--- config.mk ---
export PLATFORM = sky130hd
export DESIGN_NAME = ft12_frame_receiver
export DESIGN_NICKNAME = d
export VERILOG_FILES = /design/src/hdl/ft12_pkg.sv /design/src/hdl/ft12_ram.sv /design/src/hdl/ft12_front.sv /design/src/hdl/ft12_queue.sv /design/src/hdl/ft12_back.sv /design/src/hdl/ft12_frame_receiver.sv
export VERILOG_INCLUDE_DIRS = /design/src /design/src/hdl
export SDC_FILE = /design/constraint.sdc
export NUM_CORES = 1
export LEC_CHECK = 0
export BUFFER_PORTS_ARGS = -buffer_cell sky130_fd_sc_hd__buf_2
export CORE_ASPECT_RATIO = 0.8
export CORE_UTILIZATION = 35
export CTS_CLUSTER_SIZE = 8
export DETAILED_ROUTE_END_ITERATION = 8
export GPL_TIMING_DRIVEN = 0
export MAX_ROUTING_LAYER = met4
export PLACE_DENSITY = 0.6
export SETUP_SLACK_MARGIN = 0.2
export SYNTH_ARGS = -nofsm -noshare
export SYNTH_HDL_FRONTEND = slang
export SYNTH_SLANG_ARGS = --single-unit
--- constraint.sdc ---
create_clock -name clk -period 7 [get_ports clk]
set_clock_uncertainty 0.2 [all_clocks]
set_input_delay 1.4 -clock clk [delete_from_list [all_inputs] [get_ports clk]]
set_output_delay 1.4 -clock clk [all_outputs]
set_load 0.02 [all_outputs]
--- src/hdl/ft12_frame_receiver_assert.svh ---
// Assertion macros for the FT1.2 frame receiver; they expect clk and rst in scope.
`ifndef FT12_FRAME_RECEIVER_ASSERT_SVH
`define FT12_FRAME_RECEIVER_ASSERT_SVH

`ifndef SYNTHESIS

`define FT12_ASSERT_NOW(lbl, ante, cons, msg) \
  lbl: assert property (@(posedge clk) disable iff (rst) (ante) |-> (cons)) else $error(msg);

`define FT12_ASSERT_NEXT(lbl, ante, cons, msg) \
  lbl: assert property (@(posedge clk) disable iff (rst) (ante) |=> (cons)) else $error(msg);

`else

`define FT12_ASSERT_NOW(lbl, ante, cons, msg)

`define FT12_ASSERT_NEXT(lbl, ante, cons, msg)

`endif

`endif

--- src/hdl/ft12_pkg.sv ---
// Shared types and constants of the FT1.2 frame receiver.
package ft12_pkg;

  localparam logic [1:0] KIND_PAYLOAD = 2'd0;
  localparam logic [1:0] KIND_ACCEPT  = 2'd1;
  localparam logic [1:0] KIND_REJECT  = 2'd2;
  localparam logic [1:0] KIND_RESET   = 2'd3;

  localparam logic [2:0] ERR_NONE    = 3'd0;
  localparam logic [2:0] ERR_HEADER  = 3'd1;
  localparam logic [2:0] ERR_LENGTH  = 3'd2;
  localparam logic [2:0] ERR_CONTROL = 3'd3;
  localparam logic [2:0] ERR_END     = 3'd4;
  localparam logic [2:0] ERR_SUM     = 3'd5;

  // fixed reset-indication header
  localparam logic [7:0] RST_HDR_0 = 8'h10;
  localparam logic [7:0] RST_HDR_1 = 8'hC0;
  localparam logic [7:0] RST_HDR_3 = 8'h16;

  localparam logic [2:0] REG_START_BYTE   = 3'd0;
  localparam logic [2:0] REG_END_BYTE     = 3'd1;
  localparam logic [2:0] REG_ODD_CONTROL  = 3'd2;
  localparam logic [2:0] REG_EVEN_CONTROL = 3'd3;

  localparam logic [7:0] START_BYTE_RESET   = 8'd104;
  localparam logic [7:0] END_BYTE_RESET     = 8'd22;
  localparam logic [7:0] ODD_CONTROL_RESET  = 8'd243;
  localparam logic [7:0] EVEN_CONTROL_RESET = 8'd211;

  typedef struct packed {
    logic [7:0] start_byte;
    logic [7:0] end_byte;
    logic [7:0] odd_control;
    logic [7:0] even_control;
  } cfg_t;

  // one frame outcome handed from the front to the back
  typedef struct packed {
    logic [1:0] kind;
    logic [2:0] err;
    logic [5:0] plen;
  } cmd_t;

endpackage

--- src/hdl/ft12_ram.sv ---
// Generic single-port-write, registered-read RAM.
module ft12_ram #(
  parameter int WIDTH = 8,
  parameter int DEPTH = 29
) (
  input  logic                     clk,
  input  logic                     wr_en,
  input  logic [$clog2(DEPTH)-1:0] wr_addr,
  input  logic [WIDTH-1:0]         wr_data,
  input  logic                     rd_en,
  input  logic [$clog2(DEPTH)-1:0] rd_addr,
  output logic [WIDTH-1:0]         rd_data
);

  logic [WIDTH-1:0] mem [DEPTH];

  always_ff @(posedge clk) begin
    if (wr_en) begin
      mem[wr_addr] <= wr_data;
    end
    if (rd_en) begin
      rd_data <= mem[rd_addr];
    end
  end

endmodule

--- src/hdl/ft12_front.sv ---
// Front end: header and body parsing, payload capture, frame checks.
module ft12_front import ft12_pkg::*; #(
  parameter int MAX_FRAME_BYTES = 32,
  parameter int AW = 5
) (
  input  logic          clk,
  input  logic          rst,
  input  cfg_t          cfg,
  input  logic          in_valid,
  output logic          in_ready,
  input  logic [7:0]    in_byte,
  output logic          push,
  output cmd_t          push_cmd,
  input  logic          q_full,
  input  logic          back_busy,
  output logic          wr_en,
  output logic [AW-1:0] wr_addr,
  output logic [7:0]    wr_data
);

  localparam logic [7:0] LEN_MAX = 8'(MAX_FRAME_BYTES - 2);

  logic       in_body;
  logic [5:0] byte_index;
  logic [7:0] header_store [3];
  logic [5:0] frame_length;
  logic [7:0] expected_control;
  logic       control_ok;
  logic [7:0] running_sum;
  logic [7:0] received_checksum;

  logic       hdr_done;
  logic       body_done;
  logic       is_payload;
  logic       take;
  logic       hdr_reset;
  logic       hdr_form;
  logic       len_bad;
  logic [5:0] idx_m1;
  logic [2:0] body_err;

  assign hdr_done   = !in_body && (byte_index >= 6'd3);
  assign body_done  = in_body && ({1'b0, byte_index} >= ({1'b0, frame_length} + 7'd1));
  assign is_payload = in_body && !body_done && (byte_index != 6'd0) &&
                      (byte_index != frame_length);

  // payload store is shared with the back end; hold off while it may still drain
  assign in_ready = !q_full && !(is_payload && back_busy);
  assign take     = in_valid && in_ready;

  assign hdr_reset = (header_store[0] == RST_HDR_0) && (header_store[1] == RST_HDR_1) &&
                     (header_store[2] == RST_HDR_1) && (in_byte == RST_HDR_3);
  assign hdr_form  = (header_store[0] == cfg.start_byte) && (in_byte == cfg.start_byte) &&
                     (header_store[1] == header_store[2]);
  assign len_bad   = (header_store[1] == 8'd0) || (header_store[1] > LEN_MAX);

  always_comb begin
    if (!control_ok) begin
      body_err = ERR_CONTROL;
    end else if (in_byte != cfg.end_byte) begin
      body_err = ERR_END;
    end else if (running_sum != received_checksum) begin
      body_err = ERR_SUM;
    end else begin
      body_err = ERR_NONE;
    end
  end

  always_comb begin
    push_cmd = '0;
    push     = 1'b0;
    if (take && hdr_done) begin
      if (hdr_reset) begin
        push          = 1'b1;
        push_cmd.kind = KIND_RESET;
      end else if (!hdr_form) begin
        push          = 1'b1;
        push_cmd.kind = KIND_REJECT;
        push_cmd.err  = ERR_HEADER;
      end else if (len_bad) begin
        push          = 1'b1;
        push_cmd.kind = KIND_REJECT;
        push_cmd.err  = ERR_LENGTH;
      end
    end else if (take && body_done) begin
      push = 1'b1;
      if (body_err != ERR_NONE) begin
        push_cmd.kind = KIND_REJECT;
        push_cmd.err  = body_err;
      end else begin
        push_cmd.kind = KIND_ACCEPT;
        push_cmd.plen = frame_length - 6'd1;
      end
    end
  end

  assign idx_m1  = byte_index - 6'd1;
  assign wr_en   = take && is_payload;
  assign wr_addr = idx_m1[AW-1:0];
  assign wr_data = in_byte;

  always_ff @(posedge clk) begin
    if (rst) begin
      in_body          <= 1'b0;
      byte_index       <= '0;
      frame_length     <= '0;
      expected_control <= ODD_CONTROL_RESET;
      control_ok       <= 1'b0;
      running_sum      <= '0;
      received_checksum <= '0;
    end else if (take) begin
      if (!in_body) begin
        if (hdr_done) begin
          byte_index <= '0;
          if (hdr_reset) begin
            expected_control <= cfg.odd_control;
          end else if (hdr_form && !len_bad) begin
            in_body      <= 1'b1;
            frame_length <= header_store[1][5:0];
            control_ok   <= 1'b0;
          end
        end else begin
          header_store[byte_index[1:0]] <= in_byte;
          byte_index <= byte_index + 6'd1;
        end
      end else if (body_done) begin
        in_body    <= 1'b0;
        byte_index <= '0;
        if (body_err == ERR_NONE) begin
          expected_control <= (expected_control == cfg.odd_control) ?
                              cfg.even_control : cfg.odd_control;
        end
      end else begin
        if (byte_index == 6'd0) begin
          control_ok  <= (in_byte == expected_control);
          running_sum <= in_byte;
        end else if (byte_index == frame_length) begin
          received_checksum <= in_byte;
        end else begin
          running_sum <= running_sum + in_byte;
        end
        byte_index <= byte_index + 6'd1;
      end
    end
  end

  `include "ft12_frame_receiver_assert.svh"

  `FT12_ASSERT_NOW(a_index_in_body, in_body, (byte_index <= frame_length + 6'd1), "index past end")
  `FT12_ASSERT_NOW(a_no_write_busy, wr_en, !back_busy, "payload write while back end drains")

endmodule

--- src/hdl/ft12_queue.sv ---
// Two-entry command queue between front and back.
module ft12_queue import ft12_pkg::*; (
  input  logic clk,
  input  logic rst,
  input  logic push,
  input  cmd_t push_cmd,
  input  logic pop,
  output logic q_valid,
  output logic q_full,
  output cmd_t q_cmd
);

  cmd_t       entry [2];
  logic       wptr;
  logic       rptr;
  logic [1:0] count;

  assign q_valid = (count != 2'd0);
  assign q_full  = (count == 2'd2);
  assign q_cmd   = entry[rptr];

  always_ff @(posedge clk) begin
    if (push) begin
      entry[wptr] <= push_cmd;
    end
  end

  always_ff @(posedge clk) begin
    if (rst) begin
      wptr  <= 1'b0;
      rptr  <= 1'b0;
      count <= '0;
    end else begin
      if (push) begin
        wptr <= !wptr;
      end
      if (pop) begin
        rptr <= !rptr;
      end
      case ({push, pop})
        2'b10:   count <= count + 2'd1;
        2'b01:   count <= count - 2'd1;
        default: count <= count;
      endcase
    end
  end

  `include "ft12_frame_receiver_assert.svh"

  `FT12_ASSERT_NOW(a_no_overflow, push, !q_full, "push into full queue")
  `FT12_ASSERT_NOW(a_no_underflow, pop, q_valid, "pop from empty queue")

endmodule

--- src/hdl/ft12_back.sv ---
// Back end: turns frame outcomes into result words, draining the payload store.
module ft12_back import ft12_pkg::*; #(
  parameter int AW = 5
) (
  input  logic          clk,
  input  logic          rst,
  input  logic          q_valid,
  input  cmd_t          q_cmd,
  output logic          pop,
  output logic          busy,
  output logic          rd_en,
  output logic [AW-1:0] rd_addr,
  input  logic [7:0]    rd_data,
  output logic          out_valid,
  input  logic          out_ready,
  output logic [1:0]    out_kind,
  output logic [7:0]    out_byte,
  output logic [5:0]    payload_len,
  output logic [2:0]    error_code,
  output logic          send_ack,
  output logic          out_last
);

  localparam logic [1:0] B_IDLE = 2'd0;
  localparam logic [1:0] B_READ = 2'd1;
  localparam logic [1:0] B_DATA = 2'd2;
  localparam logic [1:0] B_STAT = 2'd3;

  logic [1:0] state;
  logic [5:0] cnt;
  logic [5:0] plen_r;
  logic       out_free;
  logic       is_long;
  logic [5:0] cnt_inc;
  logic       out_load;

  assign out_free = !out_valid || out_ready;
  assign is_long  = (q_cmd.kind == KIND_ACCEPT) && (q_cmd.plen != 6'd0);
  assign pop      = (state == B_IDLE) && q_valid && (is_long || out_free);
  assign busy     = (state != B_IDLE);
  assign rd_en    = (state == B_READ);
  assign rd_addr  = cnt[AW-1:0];
  assign cnt_inc  = cnt + 6'd1;
  // a new word enters the output register this cycle
  assign out_load = (pop && !is_long) ||
                    (((state == B_DATA) || (state == B_STAT)) && out_free);

  always_ff @(posedge clk) begin
    if (rst) begin
      state     <= B_IDLE;
      cnt       <= '0;
      plen_r    <= '0;
      out_valid <= 1'b0;
    end else begin
      if (out_load) begin
        out_valid <= 1'b1;
      end else if (out_ready) begin
        out_valid <= 1'b0;
      end
      case (state)
        B_IDLE: begin
          if (pop) begin
            if (is_long) begin
              plen_r <= q_cmd.plen;
              cnt    <= '0;
              state  <= B_READ;
            end else begin
              out_kind    <= q_cmd.kind;
              out_byte    <= '0;
              payload_len <= q_cmd.plen;
              error_code  <= q_cmd.err;
              send_ack    <= (q_cmd.kind == KIND_ACCEPT);
              out_last    <= 1'b1;
            end
          end
        end
        B_READ: begin
          state <= B_DATA;
        end
        B_DATA: begin
          if (out_free) begin
            out_kind    <= KIND_PAYLOAD;
            out_byte    <= rd_data;
            payload_len <= '0;
            error_code  <= ERR_NONE;
            send_ack    <= 1'b0;
            out_last    <= 1'b0;
            cnt         <= cnt_inc;
            state       <= (cnt_inc == plen_r) ? B_STAT : B_READ;
          end
        end
        B_STAT: begin
          if (out_free) begin
            out_kind    <= KIND_ACCEPT;
            out_byte    <= '0;
            payload_len <= plen_r;
            error_code  <= ERR_NONE;
            send_ack    <= 1'b1;
            out_last    <= 1'b1;
            state       <= B_IDLE;
          end
        end
        default: state <= B_IDLE;
      endcase
    end
  end

  `include "ft12_frame_receiver_assert.svh"

  `FT12_ASSERT_NOW(a_drain_nonempty, busy, (plen_r != 6'd0) && (cnt <= plen_r), "bad drain count")
  `FT12_ASSERT_NEXT(a_read_then_data, rd_en, (state == B_DATA), "read not followed by data stage")

endmodule

--- src/hdl/ft12_frame_receiver.sv ---
// Top level of the FT1.2 frame receiver: config registers, front, queue, back, payload RAM.
// Status: a rejected or reset header, or a body end byte, gives a status word through the queue
// and the output register; an accepted frame's payload words pass the queue, B_READ and B_DATA.
// Throughput: one line byte per cycle while the queue has room; payload bytes of a new frame
// wait while the back end drains (RAM read in B_READ, then B_DATA per byte, then B_STAT) or a command waits.
// Reset: synchronous rst clears parsing state and the queue and reloads config defaults.
module ft12_frame_receiver import ft12_pkg::*; #(
  parameter int MAX_FRAME_BYTES = 32
) (
  input  logic        clk,
  input  logic        rst,
  input  logic        cfg_we,
  input  logic [2:0]  cfg_index,
  input  logic [7:0]  cfg_data,
  input  logic        s_axis_tvalid,
  output logic        s_axis_tready,
  input  logic [7:0]  s_axis_tdata,   // [7:0] rx_byte
  output logic        m_axis_tvalid,
  input  logic        m_axis_tready,
  output logic [23:0] m_axis_tdata,   // [7:0] out_byte, [13:8] payload_len,
                                      // [16:14] error_code, [17] send_ack, rest zero
  output logic [1:0]  m_axis_tuser,   // [1:0] out_kind
  output logic        m_axis_tlast
);

  localparam int DEPTH = MAX_FRAME_BYTES - 3;
  localparam int AW    = $clog2(DEPTH);

  cfg_t          cfg;
  logic          push;
  cmd_t          push_cmd;
  logic          pop;
  logic          q_valid;
  logic          q_full;
  cmd_t          q_cmd;
  logic          back_busy;
  logic          wr_en;
  logic [AW-1:0] wr_addr;
  logic [7:0]    wr_data;
  logic          rd_en;
  logic [AW-1:0] rd_addr;
  logic [7:0]    rd_data;
  logic [7:0]    out_byte;
  logic [5:0]    payload_len;
  logic [2:0]    error_code;
  logic          send_ack;

  always_ff @(posedge clk) begin
    if (rst) begin
      cfg.start_byte   <= START_BYTE_RESET;
      cfg.end_byte     <= END_BYTE_RESET;
      cfg.odd_control  <= ODD_CONTROL_RESET;
      cfg.even_control <= EVEN_CONTROL_RESET;
    end else if (cfg_we) begin
      case (cfg_index)
        REG_START_BYTE:   cfg.start_byte   <= cfg_data;
        REG_END_BYTE:     cfg.end_byte     <= cfg_data;
        REG_ODD_CONTROL:  cfg.odd_control  <= cfg_data;
        REG_EVEN_CONTROL: cfg.even_control <= cfg_data;
        default: ;
      endcase
    end
  end

  ft12_front #(
    .MAX_FRAME_BYTES(MAX_FRAME_BYTES),
    .AW(AW)
  ) u_front (
    .clk(clk),
    .rst(rst),
    .cfg(cfg),
    .in_valid(s_axis_tvalid),
    .in_ready(s_axis_tready),
    .in_byte(s_axis_tdata),
    .push(push),
    .push_cmd(push_cmd),
    .q_full(q_full),
    .back_busy(back_busy || q_valid),
    .wr_en(wr_en),
    .wr_addr(wr_addr),
    .wr_data(wr_data)
  );

  ft12_queue u_queue (
    .clk(clk),
    .rst(rst),
    .push(push),
    .push_cmd(push_cmd),
    .pop(pop),
    .q_valid(q_valid),
    .q_full(q_full),
    .q_cmd(q_cmd)
  );

  ft12_ram #(
    .WIDTH(8),
    .DEPTH(DEPTH)
  ) u_payload_ram (
    .clk(clk),
    .wr_en(wr_en),
    .wr_addr(wr_addr),
    .wr_data(wr_data),
    .rd_en(rd_en),
    .rd_addr(rd_addr),
    .rd_data(rd_data)
  );

  ft12_back #(
    .AW(AW)
  ) u_back (
    .clk(clk),
    .rst(rst),
    .q_valid(q_valid),
    .q_cmd(q_cmd),
    .pop(pop),
    .busy(back_busy),
    .rd_en(rd_en),
    .rd_addr(rd_addr),
    .rd_data(rd_data),
    .out_valid(m_axis_tvalid),
    .out_ready(m_axis_tready),
    .out_kind(m_axis_tuser),
    .out_byte(out_byte),
    .payload_len(payload_len),
    .error_code(error_code),
    .send_ack(send_ack),
    .out_last(m_axis_tlast)
  );

  assign m_axis_tdata = {6'd0, send_ack, error_code, payload_len, out_byte};

endmodule
# After elaboration in Yosys (flattened, before gate mapping)
# Memory sizes are Yosys's and may differ from the RTL's. A register that Yosys moved wholly into a read port is not among the register bits.
# Index checks and enable logic that the tools add are counted.
[word_totals]
ff_bits = 110
latchBits = 0
ram_bits = 278
rom_bits = 0
inputBits = 24
output_inout_bits = 29
elab_cells = 239
memories = 3
[op_classes]
add_sub_neg = 8
mul = 0
n_div = 0
magnitude_cmp = 3
eq_ne = 36
n_shift = 0
mux = 90
bitwise = 5
n_reduce_logical = 70
[mem_list]
columns = ["name", "depth", "width", "rd", "rd_clocked_by_memory_dff", "wr", "line", "rtl"]
rows = [
  ["u_payload_ram.mem", 29, 8, 1, 1, 1, "ft12_ram.sv:15", "logic [WIDTH-1:0] mem [DEPTH];"],
  ["u_front.header_store", 3, 8, 3, 0, 1, "ft12_front.sv:25", "logic [7:0] header_store [3];"],
  ["u_queue.entry", 2, 11, 1, 1, 1, "ft12_queue.sv:13", "cmd_t entry [2];"],
]
[ops]
columns = ["operator", "n"]
rows = [
  ["8-bit two-way mux", 12],
  ["6-bit two-way mux", 12],
  ["8-bit == test", 5],
  ["1-bit two-way mux", 35],
  ["3-bit two-way mux", 8],
  ["8-bit case mux with 3 select lines", 1],
  ["1-bit logical AND", 22],
  ["2-bit two-way mux", 10],
  ["5-bit AND reduction", 4],
  ["6-bit case mux with 3 select lines", 1],
  ["2-bit nonzero test", 9],
  ["8-bit by 5-bit == test with 1-bit output, second input constant", 2],
  ["8-bit == test, second input constant", 2],
  ["8-bit != test", 2],
  ["5-bit two-way mux", 3],
  ["2-bit by 1-bit != test with 1-bit output, second input constant", 7],
  ["6-bit by 1-bit adder with 6-bit output, second input constant", 2],
  ["6-bit == test", 2],
  ["6-bit case mux with 2 select lines", 1],
  ["4-bit AND reduction", 3],
  ["6-bit AND reduction", 2],
  ["6-bit nonzero test", 2],
  ["11-bit two-way mux", 1],
  ["2-bit != test, second input constant", 5],
  ["other kinds (30)", 59],
]

# Longest topological paths before layout
[depth]
word_depth = 16
ltp_mapped = 14
depth_no_buf = 13

# Modules after synthesis
# A second synthesis with hierarchy kept.
[unflattened]
cells_unflattened = 1281
hier_area_um2 = 17729.5
[modules_own_cells]
columns = ["mod", "n_inst", "cells_per_inst", "area_each_um2", "seq_area_each_um2"]
rows = [
  ["ft12_ram", 1, 467, 9401.5, 7206.9],
  ["ft12_front", 1, 453, 4235.3, 1481.4],
  ["ft12_back", 1, 169, 1716.6, 930.9],
  ["ft12_frame_receiver", 1, 136, 1378.8, 640.6],
  ["ft12_queue", 1, 56, 997.2, 760.7],
]

# Worst setup path before layout
# Ideal clock, no wire load.
[synth_timing]
path_type = "register -> output"
from = "reg u_front.frame_length[1] (read register of u_front.header_store)"
to = "out s_axis_tready"
arrival_time_ns = 2.465
required_time_ns = 5.400
setup_slack_ns = 2.935
stages_incl_launch_ff = 10
n_path_buf = 1
path_cell_list = "dfxtp_1 ha_1 nand3_1 xor2_1 ha_1 o211ai_1 o21ai_0 a21oi_1 buf_4 a21boi_0"
[synth_between]
elab_chain_len = 10
word_cells_on_any_way = 11
classes_between = "1 x add/sub; 1 x order compare; 1 x eq/ne; 8 x reduce/logical"
[synth_lines]
columns = ["item", "line", "rtl"]
rows = [
  ["from (decl)", "ft12_front.sv:26", "logic [5:0] frame_length;"],
  ["6-bit by 1-bit adder with 7-bit output", "ft12_front.sv:43", "assign body_done = in_body && ({1'b0, byte_index} >= ({1'b0, frame_length} + 7'd1));"],
  ["6-bit by 7-bit >= comparator with 1-bit output", "ft12_front.sv:43", ""],
  ["1-bit logical AND", "ft12_front.sv:43", ""],
  ["1-bit logical NOT", "ft12_front.sv:44", "assign is_payload = in_body && !body_done && (byte_index != 6'd0) &&"],
  ["1-bit logical AND (2 in a row)", "ft12_front.sv:44", ""],
  ["1-bit logical AND *", "ft12_front.sv:44", ""],
  ["1-bit logical AND *", "ft12_front.sv:48", "assign in_ready = !q_full && !(is_payload && back_busy);"],
  ["1-bit logical NOT *", "ft12_front.sv:48", ""],
  ["1-bit logical AND *", "ft12_front.sv:48", ""],
  ["to (decl)", "ft12_frame_receiver.sv:16", "output logic s_axis_tready,"],
]
# Mark *: on every way between the ends. The rest lies on a longest branch, timed or not.

# Worst setup path in the final report
# Ends and elaborated chain as after synthesis.

==> flow_summary.ini <==
[status]
outcome = completed

[final_layout]
final_core_util = 0.407
syn2layout_area_growth_pct = 14.8
instances_no_fill = 1944
fin_nets = 1345
final_layout_size_suffix_gt1_frac = 0.188

[placement]
place_hpwl_um = 27800
dp_cells = 1868
place.gp.congestion = 0.852
place.port_buffers = 46

[timing]
relSlewSlack = 0.268
fin_hold_ws_ns = 0.262
hold_violations = 0
min_period_over_period = 0.750
max_slew.worst_pin.slew_ns = 1.10
fmax_mhz = 190
period_minus_slack_ns = 5.25
setup_viol = 0
drv_slew = 0
final.setup.tns_ns = 0
rsz0062_at_grt = no

[synth]
synth_area_um2 = 17200
synth_most_common_cell = edfxtp_1
synth-main-ff-cell = edfxtp_1
netlist.area_leader.share = 0.536
avgSynthCellArea_um2 = 14.5
synth.distinct_cells = 69
synthTopCellsByCount = edfxtp_1, nor2_1, dfxtp_1, nand2_1, mux4_2
yosysTopAreaCell = edfxtp_1
seq_area_frac_synth = 0.641
syn_inst = 1187
async_flop_share = 0
synth_edf_count = 307
synth.area.top_cells = edfxtp_1, dfxtp_1, mux4_2
yosysWarnings = 0
postSynthRegisterBits = 397

[pwr]
vdd_drop_max_v = 0.000172
p_leak_nw = 6.51
power_density_nw_per_um2 = 284
total_power_w = 0.00560

[grt]
busiest_layer = met1
antenna_found_initial = 4
grt_pass1_vias = 10104
met3_usage = 0.0395
grt_pass1_wl_um = 62100
grt_overflow = 0
grt_max_degree = 35
use_met2 = 0.240
met1_usage = 0.246
grt_usage = 0.170

[clock_tree]
cts_buffer_depth = 3
numCtsBuffers = 55
clk_latency_ns = 0.59
cts_resized = 0
path_clk_slew_ns = 0.05
post_cts_buffers = 0
hold_buffers = 0
cts_root_buffer = clkbuf_16
tritoncts = built
htreeDepth = 2
cts.sinks = 397

[drt]
drt-wirelength-per-cell_um = 20.8
vias = 10205
ant_nets = 0
dr.pass1.iters = 5
drc = 0
wl_um = 40500
viasPerCell = 5.25
drtIter0Drc = 874

[min_path]
hold_class = register to register

[setup_path]
cp.required_ns = 5.40
rr_worst_depth = 10
reg2reg_to = u_payload_ram.mem[19][1]$_DFFE_PP_
path_class = register to primary output
worstSetupEndpointType = primary output
cp-start-kind = register
slowest_stage = o21ai_0
path_cells = ha_1 -> nand3_1 -> xor2_1 -> ha_1 -> o211ai_1 -> o21ai_0 -> a21oi_1 -> buf_4 -> a21boi_0 -> buf_2
path_max_fanout = 10
r2r_slack_ns = 2.73
critPathArrivalTime_ns = 3.65
crit_start = u_front.frame_length[1]$_SDFFE_PP0P_
worstReg2RegStart = u_front.frame_length[1]$_SDFFE_PP0P_
crit_end = s_axis_tready
slowest_delay_ns = 0.62
critPathMostFrequentCell = ha_1

[die]
core_um2 = 48500
die-area_um2 = 50100
start_util = 0.355
row_count = 72
ios = 53
die_x_um = 250
dieHeight_um = 200

[run]
maxCapViolations = 0
==> sequential cells by signal, indices dropped and copies added (netlist names), 2 cells and up, named ones only <==
register,cells
u_back.cnt,6
u_front.frame_length,6
u_back.out_kind,2
u_front.expected_control,8
u_front.received_checksum,8
u_front.running_sum,8
u_back.error_code,3
u_back.out_byte,8
u_back.payload_len,6
u_front.header_store,24
u_back.state,2
u_queue.count,2
u_payload_ram.mem,232
u_front.byte_index,6
cfg,32
u_back.plen_r,6
u_payload_ram.rd_data,8
u_queue.entry,22
==> layer usage <==
metal | up-vias | part of all wire
met5 | - | 0
met4 | 0 | 0.015
met2 | 353 | 0.43
li1 | 4676 | -
met3 | 51 | 0.080
met1 | 5125 | 0.47
==> through the flow <==
stage          setup slack, ns  cell area, µm²
2_1_floorplan             2.93           17200
3_3_place_gp              2.34           18200
3_5_place_dp              2.24           18300
4_1_cts                   1.78           19700
5_1_grt                   1.54           19700
6_report                  1.75           19700
==> worst min path at each step <==
| stage | slack, ns | end | cells past startpoint | from |
|---|---|---|---|---|
| 4_1_cts | 0.26 | cfg[5]$_SDFFE_PP0P_ | 2 | cfg[5]$_SDFFE_PP0P_ |
| 6_report | 0.26 | cfg[3]$_SDFFE_PP0P_ | 2 | cfg[3]$_SDFFE_PP0P_ |
| 3_3_place_gp | 0.24 | cfg[5]$_SDFFE_PP0P_ | 2 | cfg[5]$_SDFFE_PP0P_ |
| 2_1_floorplan | 0.23 | cfg[0]$_SDFFE_PP1P_ | 2 | cfg[0]$_SDFFE_PP1P_ |
| 5_1_grt | 0.27 | cfg[5]$_SDFFE_PP0P_ | 2 | cfg[5]$_SDFFE_PP0P_ |
| 3_5_place_dp | 0.25 | cfg[6]$_SDFFE_PP1P_ | 2 | cfg[6]$_SDFFE_PP1P_ |
==> kinds of logic after synthesis <==
| kind of cell | synth area share |
|---|---|
| DFF | 0.641 |
| xor gates and xnor gates | 0.0392 |
| other | 0.000218 |
| AOI/OAI and AO/OA | 0.0472 |
| adders and majority gates | 0.0186 |
| and+or+nand+nor | 0.104 |
| muxes | 0.126 |
| buffers and inverters | 0.0241 |
==> cell type report <==
type | count | area, µm²
buffer | 68 | 347
sequential | 397 | 11000
clock inverter | 2 | 32.5
fill | 4458 | 28700
clock buffer | 73 | 1450
inverter | 18 | 67.6
multi-input combinational | 709 | 5790
antenna | 1 | 2.50
tap | 629 | 787
timing repair buffer | 47 | 241
==> worst max-delay path: cells and delay by family (launching register included) <==
family	cells	cell delay, ns
XOR/XNOR	1	0.16
adder cells (fa/ha/maj)	2	0.56
buffers and inverters	2	0.49
AND/OR/NAND/NOR	1	0.10
AO/OA/AOI/OAI	4	1.27
flip-flops	1	0.47
==> report_power, final <==
part           switching (W)  leakage (nW)  total [W]  internal (W)
Combinational       0.000370          2.31   0.000575      0.000205
Sequential         0.0000470          3.48    0.00267       0.00263
Clock               0.000935         0.719    0.00235       0.00142
Total                0.00135          6.51    0.00560       0.00425
==> placed cells by master, fill, tap and decap left out, types with 13 or more instances in the layout <==
| master | n |
|---|---|
| mux2_2 | 17 |
| clkbuf_16 | 55 |
| inv_1 | 18 |
| xnor2_1 | 41 |
| nand3_1 | 36 |
| dfxtp_1 | 90 |
| xor2_1 | 36 |
| nor2_1 | 105 |
| a21oi_1 | 41 |
| nand2b_1 | 13 |
| nand2_1 | 80 |
| mux4_2 | 72 |
| edfxtp_1 | 307 |
| ha_1 | 24 |
| nor2b_1 | 19 |
| mux2i_1 | 35 |
| nor3_1 | 20 |
| o21ai_0 | 23 |
| buf_2 | 65 |
| clkbuf_1 | 47 |
Note: power is estimated with default switching activity, not from simulation.
